File: src/design/cipr_pkg.sv
package cipr_pkg;

  // Configuration register map
  localparam int unsigned CfgAddrW = 3;
  localparam logic [0:0] RegPayloadSize = 1'b0;

  localparam logic [7:0] PayloadSizeReset = 8'd58;
  localparam logic [7:0] PayloadSizeMax   = 8'd249;
  localparam logic [7:0] PayloadSizeMin   = 8'd1;

  // Package framing: 4 header bytes, 2 trailer bytes
  localparam logic [7:0] PkgOverhead  = 8'd6;
  localparam logic [7:0] PkgMinLength = 8'd7;
  localparam logic [7:0] PkgHeadLen   = 8'd4;

  localparam logic [15:0] GoodbyeCode = 16'hF0F0;

  typedef struct packed {
    logic       req_type;
    logic [7:0] rx_byte;
  } in_item_t;

  typedef struct packed {
    logic        payload_valid;
    logic [7:0]  payload_byte;
    logic        image_last;
    logic        request_valid;
    logic [15:0] request_package;
    logic        goodbye_valid;
    logic [23:0] image_size;
    logic        size_valid;
    logic        size_error;
  } out_item_t;

  // Picture acknowledge pattern AA 0E 04
  function automatic logic [7:0] ack_byte(input logic [1:0] idx);
    logic [7:0] val;
    case (idx)
      2'd0:    val = 8'hAA;
      2'd1:    val = 8'h0E;
      2'd2:    val = 8'h04;
      default: val = 8'h00;
    endcase
    return val;
  endfunction

endpackage

File: src/design/cipr_ctrl.sv
module cipr_ctrl (
  input  logic               clk_i,
  input  logic               rst_ni,
  input  logic               accept_i,
  input  cipr_pkg::in_item_t in_item_i,
  input  logic [7:0]         payload_size_i,
  output cipr_pkg::out_item_t result_o
);

  localparam logic [1:0] PhIdle  = 2'd0;
  localparam logic [1:0] PhAck   = 2'd1;
  localparam logic [1:0] PhReply = 2'd2;
  localparam logic [1:0] PhPkg   = 2'd3;

  logic [1:0]  phase_q, phase_d;
  logic [2:0]  match_q, match_d;
  logic [7:0]  byte_q, byte_d;
  logic [7:0]  len_q, len_d;
  logic [23:0] rem_q, rem_d;
  logic [15:0] pkgnum_q, pkgnum_d;
  logic [23:0] gather_q, gather_d;

  logic [7:0]  eff_payload;
  logic [23:0] rem_src;
  logic [7:0]  next_len;
  logic [7:0]  len_eff;
  logic [8:0]  idx_p1;
  logic [8:0]  idx_p2;
  logic        emit;
  logic [23:0] rem_dec;
  logic [15:0] pkgnum_inc;
  logic        ack_hit;
  logic [7:0]  b;

  assign b = in_item_i.rx_byte;

  // Clamp configured payload size to 1..249
  always_comb begin
    if (payload_size_i == 8'd0) begin
      eff_payload = cipr_pkg::PayloadSizeMin;
    end else if (payload_size_i > cipr_pkg::PayloadSizeMax) begin
      eff_payload = cipr_pkg::PayloadSizeMax;
    end else begin
      eff_payload = payload_size_i;
    end
  end

  // Package datapath helpers
  assign len_eff    = (len_q < cipr_pkg::PkgMinLength) ? cipr_pkg::PkgMinLength : len_q;
  assign idx_p1     = {1'b0, byte_q} + 9'd1;
  assign idx_p2     = {1'b0, byte_q} + 9'd2;
  assign emit       = (byte_q >= cipr_pkg::PkgHeadLen) && (idx_p2 < {1'b0, len_eff});
  assign rem_dec    = (emit && (rem_q != 24'd0)) ? rem_q - 24'd1 : rem_q;
  assign pkgnum_inc = pkgnum_q + 16'd1;
  assign ack_hit    = (match_q >= 3'd3) || (b == cipr_pkg::ack_byte(match_q[1:0]));

  // Length of the next package: min(remaining, payload) plus framing
  always_comb begin
    rem_src = (phase_q == PhReply) ? gather_d : rem_dec;
    if (rem_src < {16'd0, eff_payload}) begin
      next_len = rem_src[7:0] + cipr_pkg::PkgOverhead;
    end else begin
      next_len = eff_payload + cipr_pkg::PkgOverhead;
    end
  end

  // Per-byte step
  always_comb begin
    phase_d  = phase_q;
    match_d  = match_q;
    byte_d   = byte_q;
    len_d    = len_q;
    rem_d    = rem_q;
    pkgnum_d = pkgnum_q;
    gather_d = gather_q;
    result_o = '0;

    if (!in_item_i.req_type) begin
      phase_d  = PhAck;
      match_d  = 3'd0;
      byte_d   = 8'd0;
      len_d    = 8'd0;
      rem_d    = 24'd0;
      pkgnum_d = 16'd0;
      gather_d = 24'd0;
    end else begin
      case (phase_q)
        PhAck: begin
          if (ack_hit) begin
            if (match_q >= 3'd5) begin
              match_d  = 3'd0;
              byte_d   = 8'd0;
              gather_d = 24'd0;
              phase_d  = PhReply;
            end else begin
              match_d = match_q + 3'd1;
            end
          end
        end
        PhReply: begin
          case (byte_q[2:0])
            3'd3:    gather_d = gather_q | {16'd0, b};
            3'd4:    gather_d = gather_q | {8'd0, b, 8'd0};
            3'd5:    gather_d = gather_q | {b, 16'd0};
            default: gather_d = gather_q;
          endcase
          byte_d = byte_q + 8'd1;
          if (byte_q >= 8'd5) begin
            result_o.image_size = gather_d;
            result_o.size_valid = 1'b1;
            byte_d = 8'd0;
            if (gather_d == 24'd0) begin
              result_o.size_error = 1'b1;
              phase_d = PhIdle;
            end else begin
              rem_d = gather_d;
              result_o.request_valid   = 1'b1;
              result_o.request_package = pkgnum_q;
              len_d   = next_len;
              phase_d = PhPkg;
            end
          end
        end
        PhPkg: begin
          rem_d = rem_dec;
          if (emit) begin
            result_o.payload_valid = 1'b1;
            result_o.payload_byte  = b;
            result_o.image_last    = (rem_dec == 24'd0);
          end
          if (idx_p1 >= {1'b0, len_eff}) begin
            pkgnum_d = pkgnum_inc;
            byte_d   = 8'd0;
            if (rem_dec == 24'd0) begin
              result_o.goodbye_valid   = 1'b1;
              result_o.request_package = cipr_pkg::GoodbyeCode;
              phase_d = PhIdle;
            end else begin
              result_o.request_valid   = 1'b1;
              result_o.request_package = pkgnum_inc;
              len_d = next_len;
            end
          end else begin
            byte_d = idx_p1[7:0];
          end
        end
        default: begin
          // idle: received bytes are ignored
        end
      endcase
    end
  end

  // State registers, updated only on an accepted request
  always_ff @(posedge clk_i or negedge rst_ni) begin
    if (!rst_ni) begin
      phase_q  <= PhIdle;
      match_q  <= 3'd0;
      byte_q   <= 8'd0;
      len_q    <= 8'd0;
      rem_q    <= 24'd0;
      pkgnum_q <= 16'd0;
      gather_q <= 24'd0;
    end else if (accept_i) begin
      phase_q  <= phase_d;
      match_q  <= match_d;
      byte_q   <= byte_d;
      len_q    <= len_d;
      rem_q    <= rem_d;
      pkgnum_q <= pkgnum_d;
      gather_q <= gather_d;
    end
  end

endmodule

File: src/design/cipr_out_buf.sv
module cipr_out_buf (
  input  logic                clk_i,
  input  logic                rst_ni,
  input  logic                in_valid_i,
  output logic                in_stall_o,
  input  cipr_pkg::out_item_t in_data_i,
  output logic                out_valid_o,
  input  logic                out_stall_i,
  output cipr_pkg::out_item_t out_data_o
);

  logic                out_valid_q;
  logic                skid_valid_q;
  cipr_pkg::out_item_t out_q;
  cipr_pkg::out_item_t skid_q;
  logic                out_free;
  logic                accept;

  assign out_free    = !out_valid_q || !out_stall_i;
  assign in_stall_o  = skid_valid_q;
  assign accept      = in_valid_i && !skid_valid_q;
  assign out_valid_o = out_valid_q;
  assign out_data_o  = out_q;

  // Control: output register plus one skid entry
  always_ff @(posedge clk_i or negedge rst_ni) begin
    if (!rst_ni) begin
      out_valid_q  <= 1'b0;
      skid_valid_q <= 1'b0;
    end else if (skid_valid_q) begin
      if (out_free) begin
        out_valid_q  <= 1'b1;
        skid_valid_q <= 1'b0;
      end
    end else if (accept) begin
      if (out_free) begin
        out_valid_q <= 1'b1;
      end else begin
        skid_valid_q <= 1'b1;
      end
    end else if (out_free) begin
      out_valid_q <= 1'b0;
    end
  end

  // Payload
  always_ff @(posedge clk_i) begin
    if (skid_valid_q) begin
      if (out_free) begin
        out_q <= skid_q;
      end
    end else if (accept) begin
      if (out_free) begin
        out_q <= in_data_i;
      end else begin
        skid_q <= in_data_i;
      end
    end
  end

endmodule

File: src/design/camera_image_package_readout.sv
// Channel  Direction  Signals                              Accepted when
// in       input      in_valid_i, in_stall_o, in_data_i    in_valid_i && !in_stall_o
// out      output     out_valid_o, out_stall_i, out_data_o out_valid_o && !out_stall_i
// cfg      input      APB psel/penable/pwrite/paddr/pwdata psel && penable && pwrite
//
// One request per cycle unless stalled; its result is registered as output or skid.
// The readout state advances in the same cycle the request is accepted.
// An output register plus one skid entry absorb a stall on the output side;
// in_stall_o rises only when both are full.
// Reset clears the readout state to idle and payload_size to 58.
module camera_image_package_readout (
  input  logic                          clk_i,
  input  logic                          rst_ni,
  input  logic                          in_valid_i,
  output logic                          in_stall_o,
  input  cipr_pkg::in_item_t            in_data_i,
  output logic                          out_valid_o,
  input  logic                          out_stall_i,
  output cipr_pkg::out_item_t           out_data_o,
  input  logic                          psel,
  input  logic                          penable,
  input  logic                          pwrite,
  input  logic [cipr_pkg::CfgAddrW-1:0] paddr,
  input  logic [31:0]                   pwdata,
  output logic [31:0]                   prdata,
  output logic                          pready
);

  logic [7:0]          payload_size_q;
  logic                accept;
  logic                stall;
  cipr_pkg::out_item_t result;

  assign pready         = 1'b1;
  assign in_stall_o     = stall;
  assign accept         = in_valid_i && !stall;

  // Configuration register
  always_ff @(posedge clk_i or negedge rst_ni) begin
    if (!rst_ni) begin
      payload_size_q <= cipr_pkg::PayloadSizeReset;
    end else if (psel && penable && pwrite && pready
                 && (paddr[2] == cipr_pkg::RegPayloadSize)) begin
      payload_size_q <= pwdata[7:0];
    end
  end

  assign prdata = (paddr[2] == cipr_pkg::RegPayloadSize) ?
                  {24'd0, payload_size_q} : 32'd0;

  cipr_ctrl u_ctrl (
    .clk_i          (clk_i),
    .rst_ni         (rst_ni),
    .accept_i       (accept),
    .in_item_i      (in_data_i),
    .payload_size_i (payload_size_q),
    .result_o       (result)
  );

  cipr_out_buf u_out_buf (
    .clk_i       (clk_i),
    .rst_ni      (rst_ni),
    .in_valid_i  (in_valid_i),
    .in_stall_o  (stall),
    .in_data_i   (result),
    .out_valid_o (out_valid_o),
    .out_stall_i (out_stall_i),
    .out_data_o  (out_data_o)
  );

  // Input side stalls only while the output register is full
  a_stall_needs_out : assert property (@(posedge clk_i) disable iff (!rst_ni)
    in_stall_o |-> out_valid_o)
    else $error("input stalled with empty output register");

  a_req_excl : assert property (@(posedge clk_i) disable iff (!rst_ni)
    out_valid_o |-> !(out_data_o.goodbye_valid && out_data_o.request_valid))
    else $error("package request and goodbye together");

  a_last_is_payload : assert property (@(posedge clk_i) disable iff (!rst_ni)
    (out_valid_o && out_data_o.image_last) |-> out_data_o.payload_valid)
    else $error("image_last without payload byte");

  a_size_error : assert property (@(posedge clk_i) disable iff (!rst_ni)
    (out_valid_o && out_data_o.size_error)
      |-> (out_data_o.size_valid && (out_data_o.image_size == 24'd0)
           && !out_data_o.request_valid))
    else $error("size error with nonzero size or package request");

endmodule
File: config.mk
export PLATFORM = sky130hd
export DESIGN_NAME = camera_image_package_readout
export DESIGN_NICKNAME = d
export VERILOG_FILES = /design/src/design/cipr_pkg.sv /design/src/design/cipr_ctrl.sv /design/src/design/cipr_out_buf.sv /design/src/design/camera_image_package_readout.sv
export SDC_FILE = /design/constraint.sdc
export NUM_CORES = 1
export LEC_CHECK = 0
export BUFFER_PORTS_ARGS = -buffer_cell sky130_fd_sc_hd__buf_2
export CORE_ASPECT_RATIO = 0.75
export CORE_MARGIN = 1
export CORE_UTILIZATION = 59
export DETAILED_ROUTE_END_ITERATION = 8
export GPL_ROUTABILITY_DRIVEN = 0
export HOLD_SLACK_MARGIN = 0.1
export PLACE_DENSITY = 0.81
export SYNTH_ARGS = -nofsm -noshare
export SYNTH_HDL_FRONTEND = slang
export SYNTH_SLANG_ARGS = --single-unit
File: constraint.sdc
create_clock -name clk_i -period 7.7 [get_ports clk_i]
set_input_delay 0.385 -clock clk_i [delete_from_list [all_inputs] [get_ports clk_i]]
set_output_delay 0.385 -clock clk_i [all_outputs]
set_load 0.005 [all_outputs]
==> results of run 1 <==
worst max-delay path, stage by stage, from the launching register on:
cell and delay [ns]:
dfrtp_1 0.41, ha_1 0.22, and3_1 0.22, and3_1 0.22
xor2_1 0.23, ha_1 0.30, nand3_1 0.11, o22ai_1 0.09
or3_1 0.48, nor4_2 0.72, a21boi_0 0.25, o31ai_1 0.55
inv_1 0.10, ha_1 0.32, a21o_1 0.18, a21oi_1 0.12
o21ai_0 0.08, a211o_1 0.35, or2_1 0.42, mux2_4 0.37
ha_1 0.26, inv_1 0.15, nand4_1 0.09, nor3_1 0.15
a211oi_1 0.08, a32o_1 0.25
cell usage after synthesis (all sizes together) (5+ instances only):
library cell  number  area share [%]
xnor2             12            0.88
nand2b            10            0.52
ha                38             4.0
mux2              24             2.3
dfrtp             91              19
a211oi             8            0.50
xor2               7            0.51
inv               42             1.3
or3               15            0.79
and3               6            0.31
o21ai            107             4.5
a21boi             5            0.31
buf               41             2.3
nand4             15            0.79
nor3              40             1.8
nand3             36             1.5
a31oi             25             1.3
o211ai             6            0.38
nand2            154             4.9
a21o              15            0.94
o2bb2ai            8            0.59
nand3b             5            0.31
or4                6            0.38
nor2b              6            0.31
edfxtp           108              27
mux2i              8            0.67
or2                6            0.31
a22oi              6            0.38
a21oi             76             3.2
clkbuf            65             2.0
and2              17            0.89
o22ai              6            0.31
a22o              25             1.8
nor4              18             1.3
o31ai             43             2.7
nor2             113             3.6
state kept, by name, indices dropped and copies added, names as in the netlist:
signal,cells
u_out_buf.skid_q,54
u_ctrl.pkgnum_q,16
u_ctrl.len_q,8
u_out_buf.out_valid_o,1
u_ctrl.match_q,3
u_ctrl.rem_q,24
u_ctrl.byte_q,8
u_out_buf.out_data_o,54
u_out_buf.in_stall_o,1
u_ctrl.phase_q,2
payload_size_q,8
u_ctrl.gather_q,24
power by group through the flow:
stage | Clock (µW) | Combinational [µW] | Sequential, µW
after floorplan | 0 | 827 | 1340
after global placement | 0 | 1050 | 1360
after detailed placement | 0 | 1080 | 1360
after CTS | 1030 | 1090 | 1340
after global routing | 1070 | 1230 | 1360
final | 1020 | 1110 | 1340
routing by layer:
layer  global-route usage [%]  up-vias  share of wire [%]
met5                        0        -                  0
met4                    8.686        0                2.5
met3                    6.521       72                 11
met2                    42.67      578                 42
met1                    43.21     4792                 45
li1                         -     4711                  -
cells by family (layout without fill, tap and decap cells):
| group | after synthesis | count (layout) |
|---|---|---|
| AOI/OAI and AO/OA | 364 | 364 |
| xor gates and xnor gates | 19 | 19 |
| adders and majority gates | 39 | 39 |
| and+or+nand+nor | 459 | 459 |
| DFF | 203 | 203 |
| muxes | 32 | 32 |
| other | 2 | 25 |
| buffers and inverters | 150 | 195 |
through the flow:
step                      cells  worst slack, ns  util (%)  hold slack, ns  area (µm²)
final                      1589           0.8716     67.17          0.1135       13170
after global routing       1589           0.5032     67.17          0.1111       13170
after CTS                  1589            1.022     67.17          0.1043       13170
after detailed placement   1550            1.049     63.64          0.4357       12470
after global placement     1550            1.126     63.64          0.4247       12470
after floorplan            1291            1.628         -         0.08941       12010
worst max-delay path by stage:
stage	to	startpoint	depth (start not counted)	slack [ns]
CTS	u_ctrl.len_q[5]	u_ctrl.byte_q[1]	25	1.02
finish	u_ctrl.len_q[5]	u_ctrl.byte_q[1]	25	0.87
floorplan	u_ctrl.len_q[5]	u_ctrl.byte_q[1]	26	1.63
global route	u_ctrl.len_q[5]	u_ctrl.byte_q[1]	24	0.50
detailed placement	u_ctrl.len_q[5]	u_ctrl.byte_q[1]	25	1.05
global placement	u_ctrl.len_q[5]	u_ctrl.byte_q[1]	25	1.13
timing repair:
action	in CTS	in global routing
hold buffers	1	0
endpoints found under the hold margin	38	0
buffers inserted	0	0
cell type report:
| type | count | area share [%] |
|---|---|---|
| clock inverter | 14 | 1.112 |
| clock buffer | 24 | 4.077 |
| timing repair buffer | 113 | 4.809 |
| multi-input combinational | 938 | 43.60 |
| tap | 253 | 2.404 |
| inverter | 44 | 1.255 |
| sequential | 203 | 42.74 |
==> impl_results.md, run 1 <==
- Tightest Pin Transition: 0.9442 ns
- Fin. Hold Viols: 0
- First-pass GRT wire length: a little under 50000 µm
- Max-slew headroom: between 30% and 40%
- Fin Setup TNS: 0 ns
- Design Power: 3481 µW
- Antenna violations before repair: 0
- Post-synthesis mux area share: about 3.0%
- Slew Viols, Final: 0
- Routed vias: roughly 10000
- Final period utilization: between 80% and 90%
- Synthesized cell area: between 10000 and 15000 µm²
- CTS Buffer Depth: 3
- Seq/Total Area, Yosys: 47.16%
- Status: complete, but fails checks
- Total grt overflow: 0
- Distinct cells, synth: 77
- Worst r2r src: u_ctrl.byte_q[1]
- Via/cell ratio: roughly 6.4
- Clock Pin Slew Worst Setup and Hold Paths: 0.06 ns
- Initial DRC Count: 1285
- Vias in the first global route: slightly above 9000
- Most frequent cells in the layout: 153 x nand2_1, 112 x nor2_1, 108 x edfxtp_1
- Clk_skew: 0.01355 ns
- Async set-reset flop share out of synthesis: approximately 47%
- Ant diodes: 0
- Fin nets: roughly 1400
- Drt total wl: between 30000 and 40000 µm
- Synth-to-layout area growth: 10.37%
- Clock sinks: a little over 200
- PwrDens: between 200 and 300 nW/µm²
- Port Buffers: 88
- Worst Path Required: about 8 ns
- Multi-input gate area: 5741 µm²
- Yosys reg bits: 203
- Core Region: around 20000 µm²
- Compound-Gate Fraction of Synth Area: 19.99%
- DRC: 10
- LEAKAGE: 0.005374 µW
- Die footprint: 20790 µm²
- Primary FF master, synth: edfxtp_1
- Clock share of power: slightly below 30%
- Setup crit end kind: flip-flop
- Critical path peak fanout: 10
- Share of layout cells above drive strength 1: 14.67%
- R2r setup slk: 0.87 ns
- Worst VDD drop: roughly 0.14 mV
- Register Area: between 5000 and 6000 µm²
- Startpoint class of the critical path: flip-flop
- Main combinational cell family by area after synthesis: compound AO/OA/AOI/OAI gates
- Pin count of the biggest net entering global routing: 61
- Drt pass-1 iters: 8
- Worst hold path startpoint: pwdata[0]
- Max-cap violations: 0
- Syn Area/Cell: around 9.4 µm²
- Min-Delay Path Class: input pin to flip-flop
- Switch share: between 30% and 40%
- Reg-to-Reg End: u_ctrl.len_q[5]
- Rows: 44
- CTS tree: yes
- Total CTS buffers: 21
- CP Class: flip-flop to flip-flop
- RSZ-0062 raised after global routing: false
- Combinational share of power: approximately a third
- # IOs: 140
- Hold Crit Depth: 2
- Chip height: 125.1 µm
- Synth warn: 0
- Number of synthesized flops with an enable pin: roughly 110
- Internal power: ~2200 µW
- Crit path DAT: slightly above 7 ns
- ANT nets after route: 0
- Initial core utilization: around three fifths
- Gate Count Post-Synth: roughly 1300
- Routed wire length per instance: 18.95 µm
- Width of the die: 166.2 µm
- Post_cts resized: 0
- Minimum clock period: 6.828 ns
- Failing checks: design-rule violations
- Adder-Cell Fraction of Synth Area: a little over 4%
- XOR/XNOR Fraction of Synth Area: under 10%
- Simple-gate share of the synthesized area: between 10% and 20%
- Fmax: 146.4 MHz
- Post-detail-place hpwl: 20390 µm
- Sequential Power Share: approximately 39%
- Net Switching: about 1200 µW
- Commonest non-fill, non-tap cell in the layout: nand2_1
- Global Route Usage Sum: 29.15%
- R2R cell count: 25
- H-tree Lvls: 1
- Clk_lat worst skew: roughly 0.5 ns
- Hold Path Sink: payload_size_q[0]
- CTS root buf: clkbuf_16
- # fillers: roughly 1500
- Setup Viol. Count Final: 0
No activity file was read; power rests on OpenSTA's default activity.
==> run 2: changes to the inputs <==
==> constraint.sdc (replaced) <==
create_clock -name clk_i -period 7.1 [get_ports clk_i]
set_input_delay 0.355 -clock clk_i [delete_from_list [all_inputs] [get_ports clk_i]]
set_output_delay 0.355 -clock clk_i [all_outputs]
set_load 0.005 [all_outputs]
==> impl_results.md, run 2 (same netlist as run 1, synthesis figures left out) <==
- Tightest Pin Transition: 0.9285 ns (was 0.9442 ns)
- CTS tree: yes (unchanged)
- Fin nets: 1419 (was 1410)
- H-tree Lvls: 1 (unchanged)
- # fillers: 1524 (was 1496)
- Max-slew headroom: 38.10% (was 36.53%)
- Post_cts resized: 0 (unchanged)
- Critical-path top delay cell: or4_1 (was nor4_2)
- RSZ-0062 raised after global routing: false (unchanged)
- Minimum clock period: 6.764 ns (was 6.828 ns)
- Most frequent cells in the layout: 153 x nand2_1, 112 x nor2_1, 108 x edfxtp_1 (unchanged)
- Fin. Hold Viols: 0 (unchanged)
- Final period utilization: 95.27% (was 88.68%)
- CP Class: flip-flop to flip-flop (unchanged)
- Vias in the first global route: 9161 (was 9277)
- DRC: 10 (unchanged)
- Status: complete, but fails checks (unchanged)
- Fin Setup TNS: 0 ns (unchanged)
- Clock sinks: 203 (unchanged)
- Global Route Usage Sum: 28.94% (was 29.15%)
- Final WS setup: 0.3356 ns (was 0.8716 ns)
- Share of layout cells above drive strength 1: 15.02% (was 14.67%)
- Worst Path Required: 7.49 ns (was 8.09 ns)
- Setup Viol. Count Final: 0 (unchanged)
- Port Buffers: 88 (unchanged)
- Slew Viols, Final: 0 (unchanged)
- Setup crit end kind: flip-flop (unchanged)
- Core Region: 19600 µm² (unchanged)
- Finished Layout Cells: 1598 (was 1589)
- Bufs and invs on worst path: 2 (unchanged)
- LEAKAGE: 0.005399 µW (was 0.005374 µW)
- Synth-to-layout area growth: 10.77% (was 10.37%)
- Max stage delay on crit path: 0.59 ns (was 0.72 ns)
- Failing checks: design-rule violations (unchanged)
- Post-route cell area: 13210 µm² (was 13170 µm²)
- Via/cell ratio: 6.350 (was 6.390)
- CTS Buffer Depth: 3 (unchanged)
- Initial DRC Count: 1456 (was 1285)
- Width of the die: 166.2 µm (unchanged)
- Dpl cells: 1551 (was 1550)
- Drt pass-1 iters: 8 (unchanged)
- Total grt overflow: 0 (unchanged)
- Routed wire length per instance: 18.94 µm (was 18.95 µm)
- Startpoint class of the critical path: flip-flop (unchanged)
- Critical path peak fanout: 10 (unchanged)
- Die footprint: 20790 µm² (unchanged)
- Clock Pin Slew Worst Setup and Hold Paths: 0.07 ns (was 0.06 ns)
- ANT nets after route: 0 (unchanged)
- Post-detail-place hpwl: 20620 µm (was 20390 µm)
- Placement Setup Slack: 0.4675 ns (was 1.049 ns)
- Clk_lat worst skew: 0.51 ns (about the same)
- PwrDens: 280.3 nW/µm² (was 264.4 nW/µm²)
- Fmax: 147.8 MHz (was 146.4 MHz)
- Initial core utilization: 60.86% (unchanged)
- Pin count of the biggest net entering global routing: 89 (was 61)
- Crit path DAT: 7.15 ns (was 7.22 ns)
- CTS root buf: clkbuf_16 (unchanged)
- Rows: 44 (unchanged)
- Ant diodes: 0 (unchanged)
- First-pass GRT wire length: 48480 µm (was 49020 µm)
- Total CTS buffers: 21 (unchanged)
- Clk_skew: 0.01243 ns (was 0.01355 ns)
- Min-Delay Path Class: input pin to flip-flop (unchanged)
- Drt total wl: 30270 µm (was 30120 µm)
- Crit path top cell by count: ha_1 (unchanged)
- Commonest non-fill, non-tap cell in the layout: nand2_1 (unchanged)
- Kind of cell with the highest combined delay on the critical path: simple AND/OR/NAND/NOR gates (unchanged)
- # IOs: 140 (unchanged)
- Routed vias: 10150 (about the same)
- Max-cap violations: 0 (unchanged)
- Worst VDD drop: 0.1715 mV (was 0.1438 mV)
- Chip height: 125.1 µm (unchanged)
- Antenna violations before repair: 0 (unchanged)
- Cell area after placement: 12480 µm² (was 12470 µm²)
run 2: per-stage QoR:
step / hold WS (ns) / power (µW) / util (%)
detailed placement: 0.4325 / 2652 / 63.67
floorplan: 0.05941 / 2348 / -
global route: 0.1697 / 3887 / 67.42
CTS: 0.1415 / 3693 / 67.42
global placement: 0.4295 / 2609 / 63.67
finish: 0.1499 / 3703 / 67.42
run 2: final timing paths:
path                                   from                    end  slack [ns]  depth (start not counted)
min in group asynchronous            rst_ni    u_ctrl.pkgnum_q[10]        0.43                          2
max in group asynchronous            rst_ni   u_out_buf.in_stall_o        5.55                          3
hold / removal                   in_valid_i  u_out_buf.out_valid_o        0.15                          3
setup reg to reg           u_ctrl.byte_q[1]        u_ctrl.len_q[5]        0.34                         26
hold reg to reg             u_ctrl.len_q[2]        u_ctrl.len_q[2]        0.47                          2
setup / recovery           u_ctrl.byte_q[1]        u_ctrl.len_q[5]        0.34                         26
run 2: worst min-delay path: cells and delay by family:
| family | cells | cell delay [ns] |
|---|---|---|
| simple gates | 2 | 0.15 |
| buf+inv | 1 | 0.11 |
run 2: timing repair:
action	in CTS	in global routing
hold buffers	9	0
buffers inserted	0	0
endpoints found under the hold margin	53	0
run 2: where the power goes:
group          internal [µW]  total, µW  switching, µW
combinational            427       1210            782
sequential              1360       1450           94.8
clock                    578       1040            463
run 2: cell type report:
| cell class | count | area (µm²) | area share (%) |
|---|---|---|---|
| repair buffers | 122 | 720.7 | 5.455 |
| clock buffers | 27 | 578.1 | 4.375 |
| inverters | 44 | 165.2 | 1.250 |
| well taps | 253 | 316.6 | 2.396 |
| flip-flops and latches | 203 | 5627 | 42.59 |
| multi-input cells | 938 | 5741 | 43.45 |
| clock inverters | 11 | 65.06 | 0.4924 |
run 2: per-layer routing:
layer  wire length [µm]  up-vias  global-route usage, %
li1                   -     4726                      -
met1              13540     4756                  43.75
met2              12700      587                  42.89
met3               3257       79                  4.970
met4                772        0                  7.861
met5                  0        -                      0
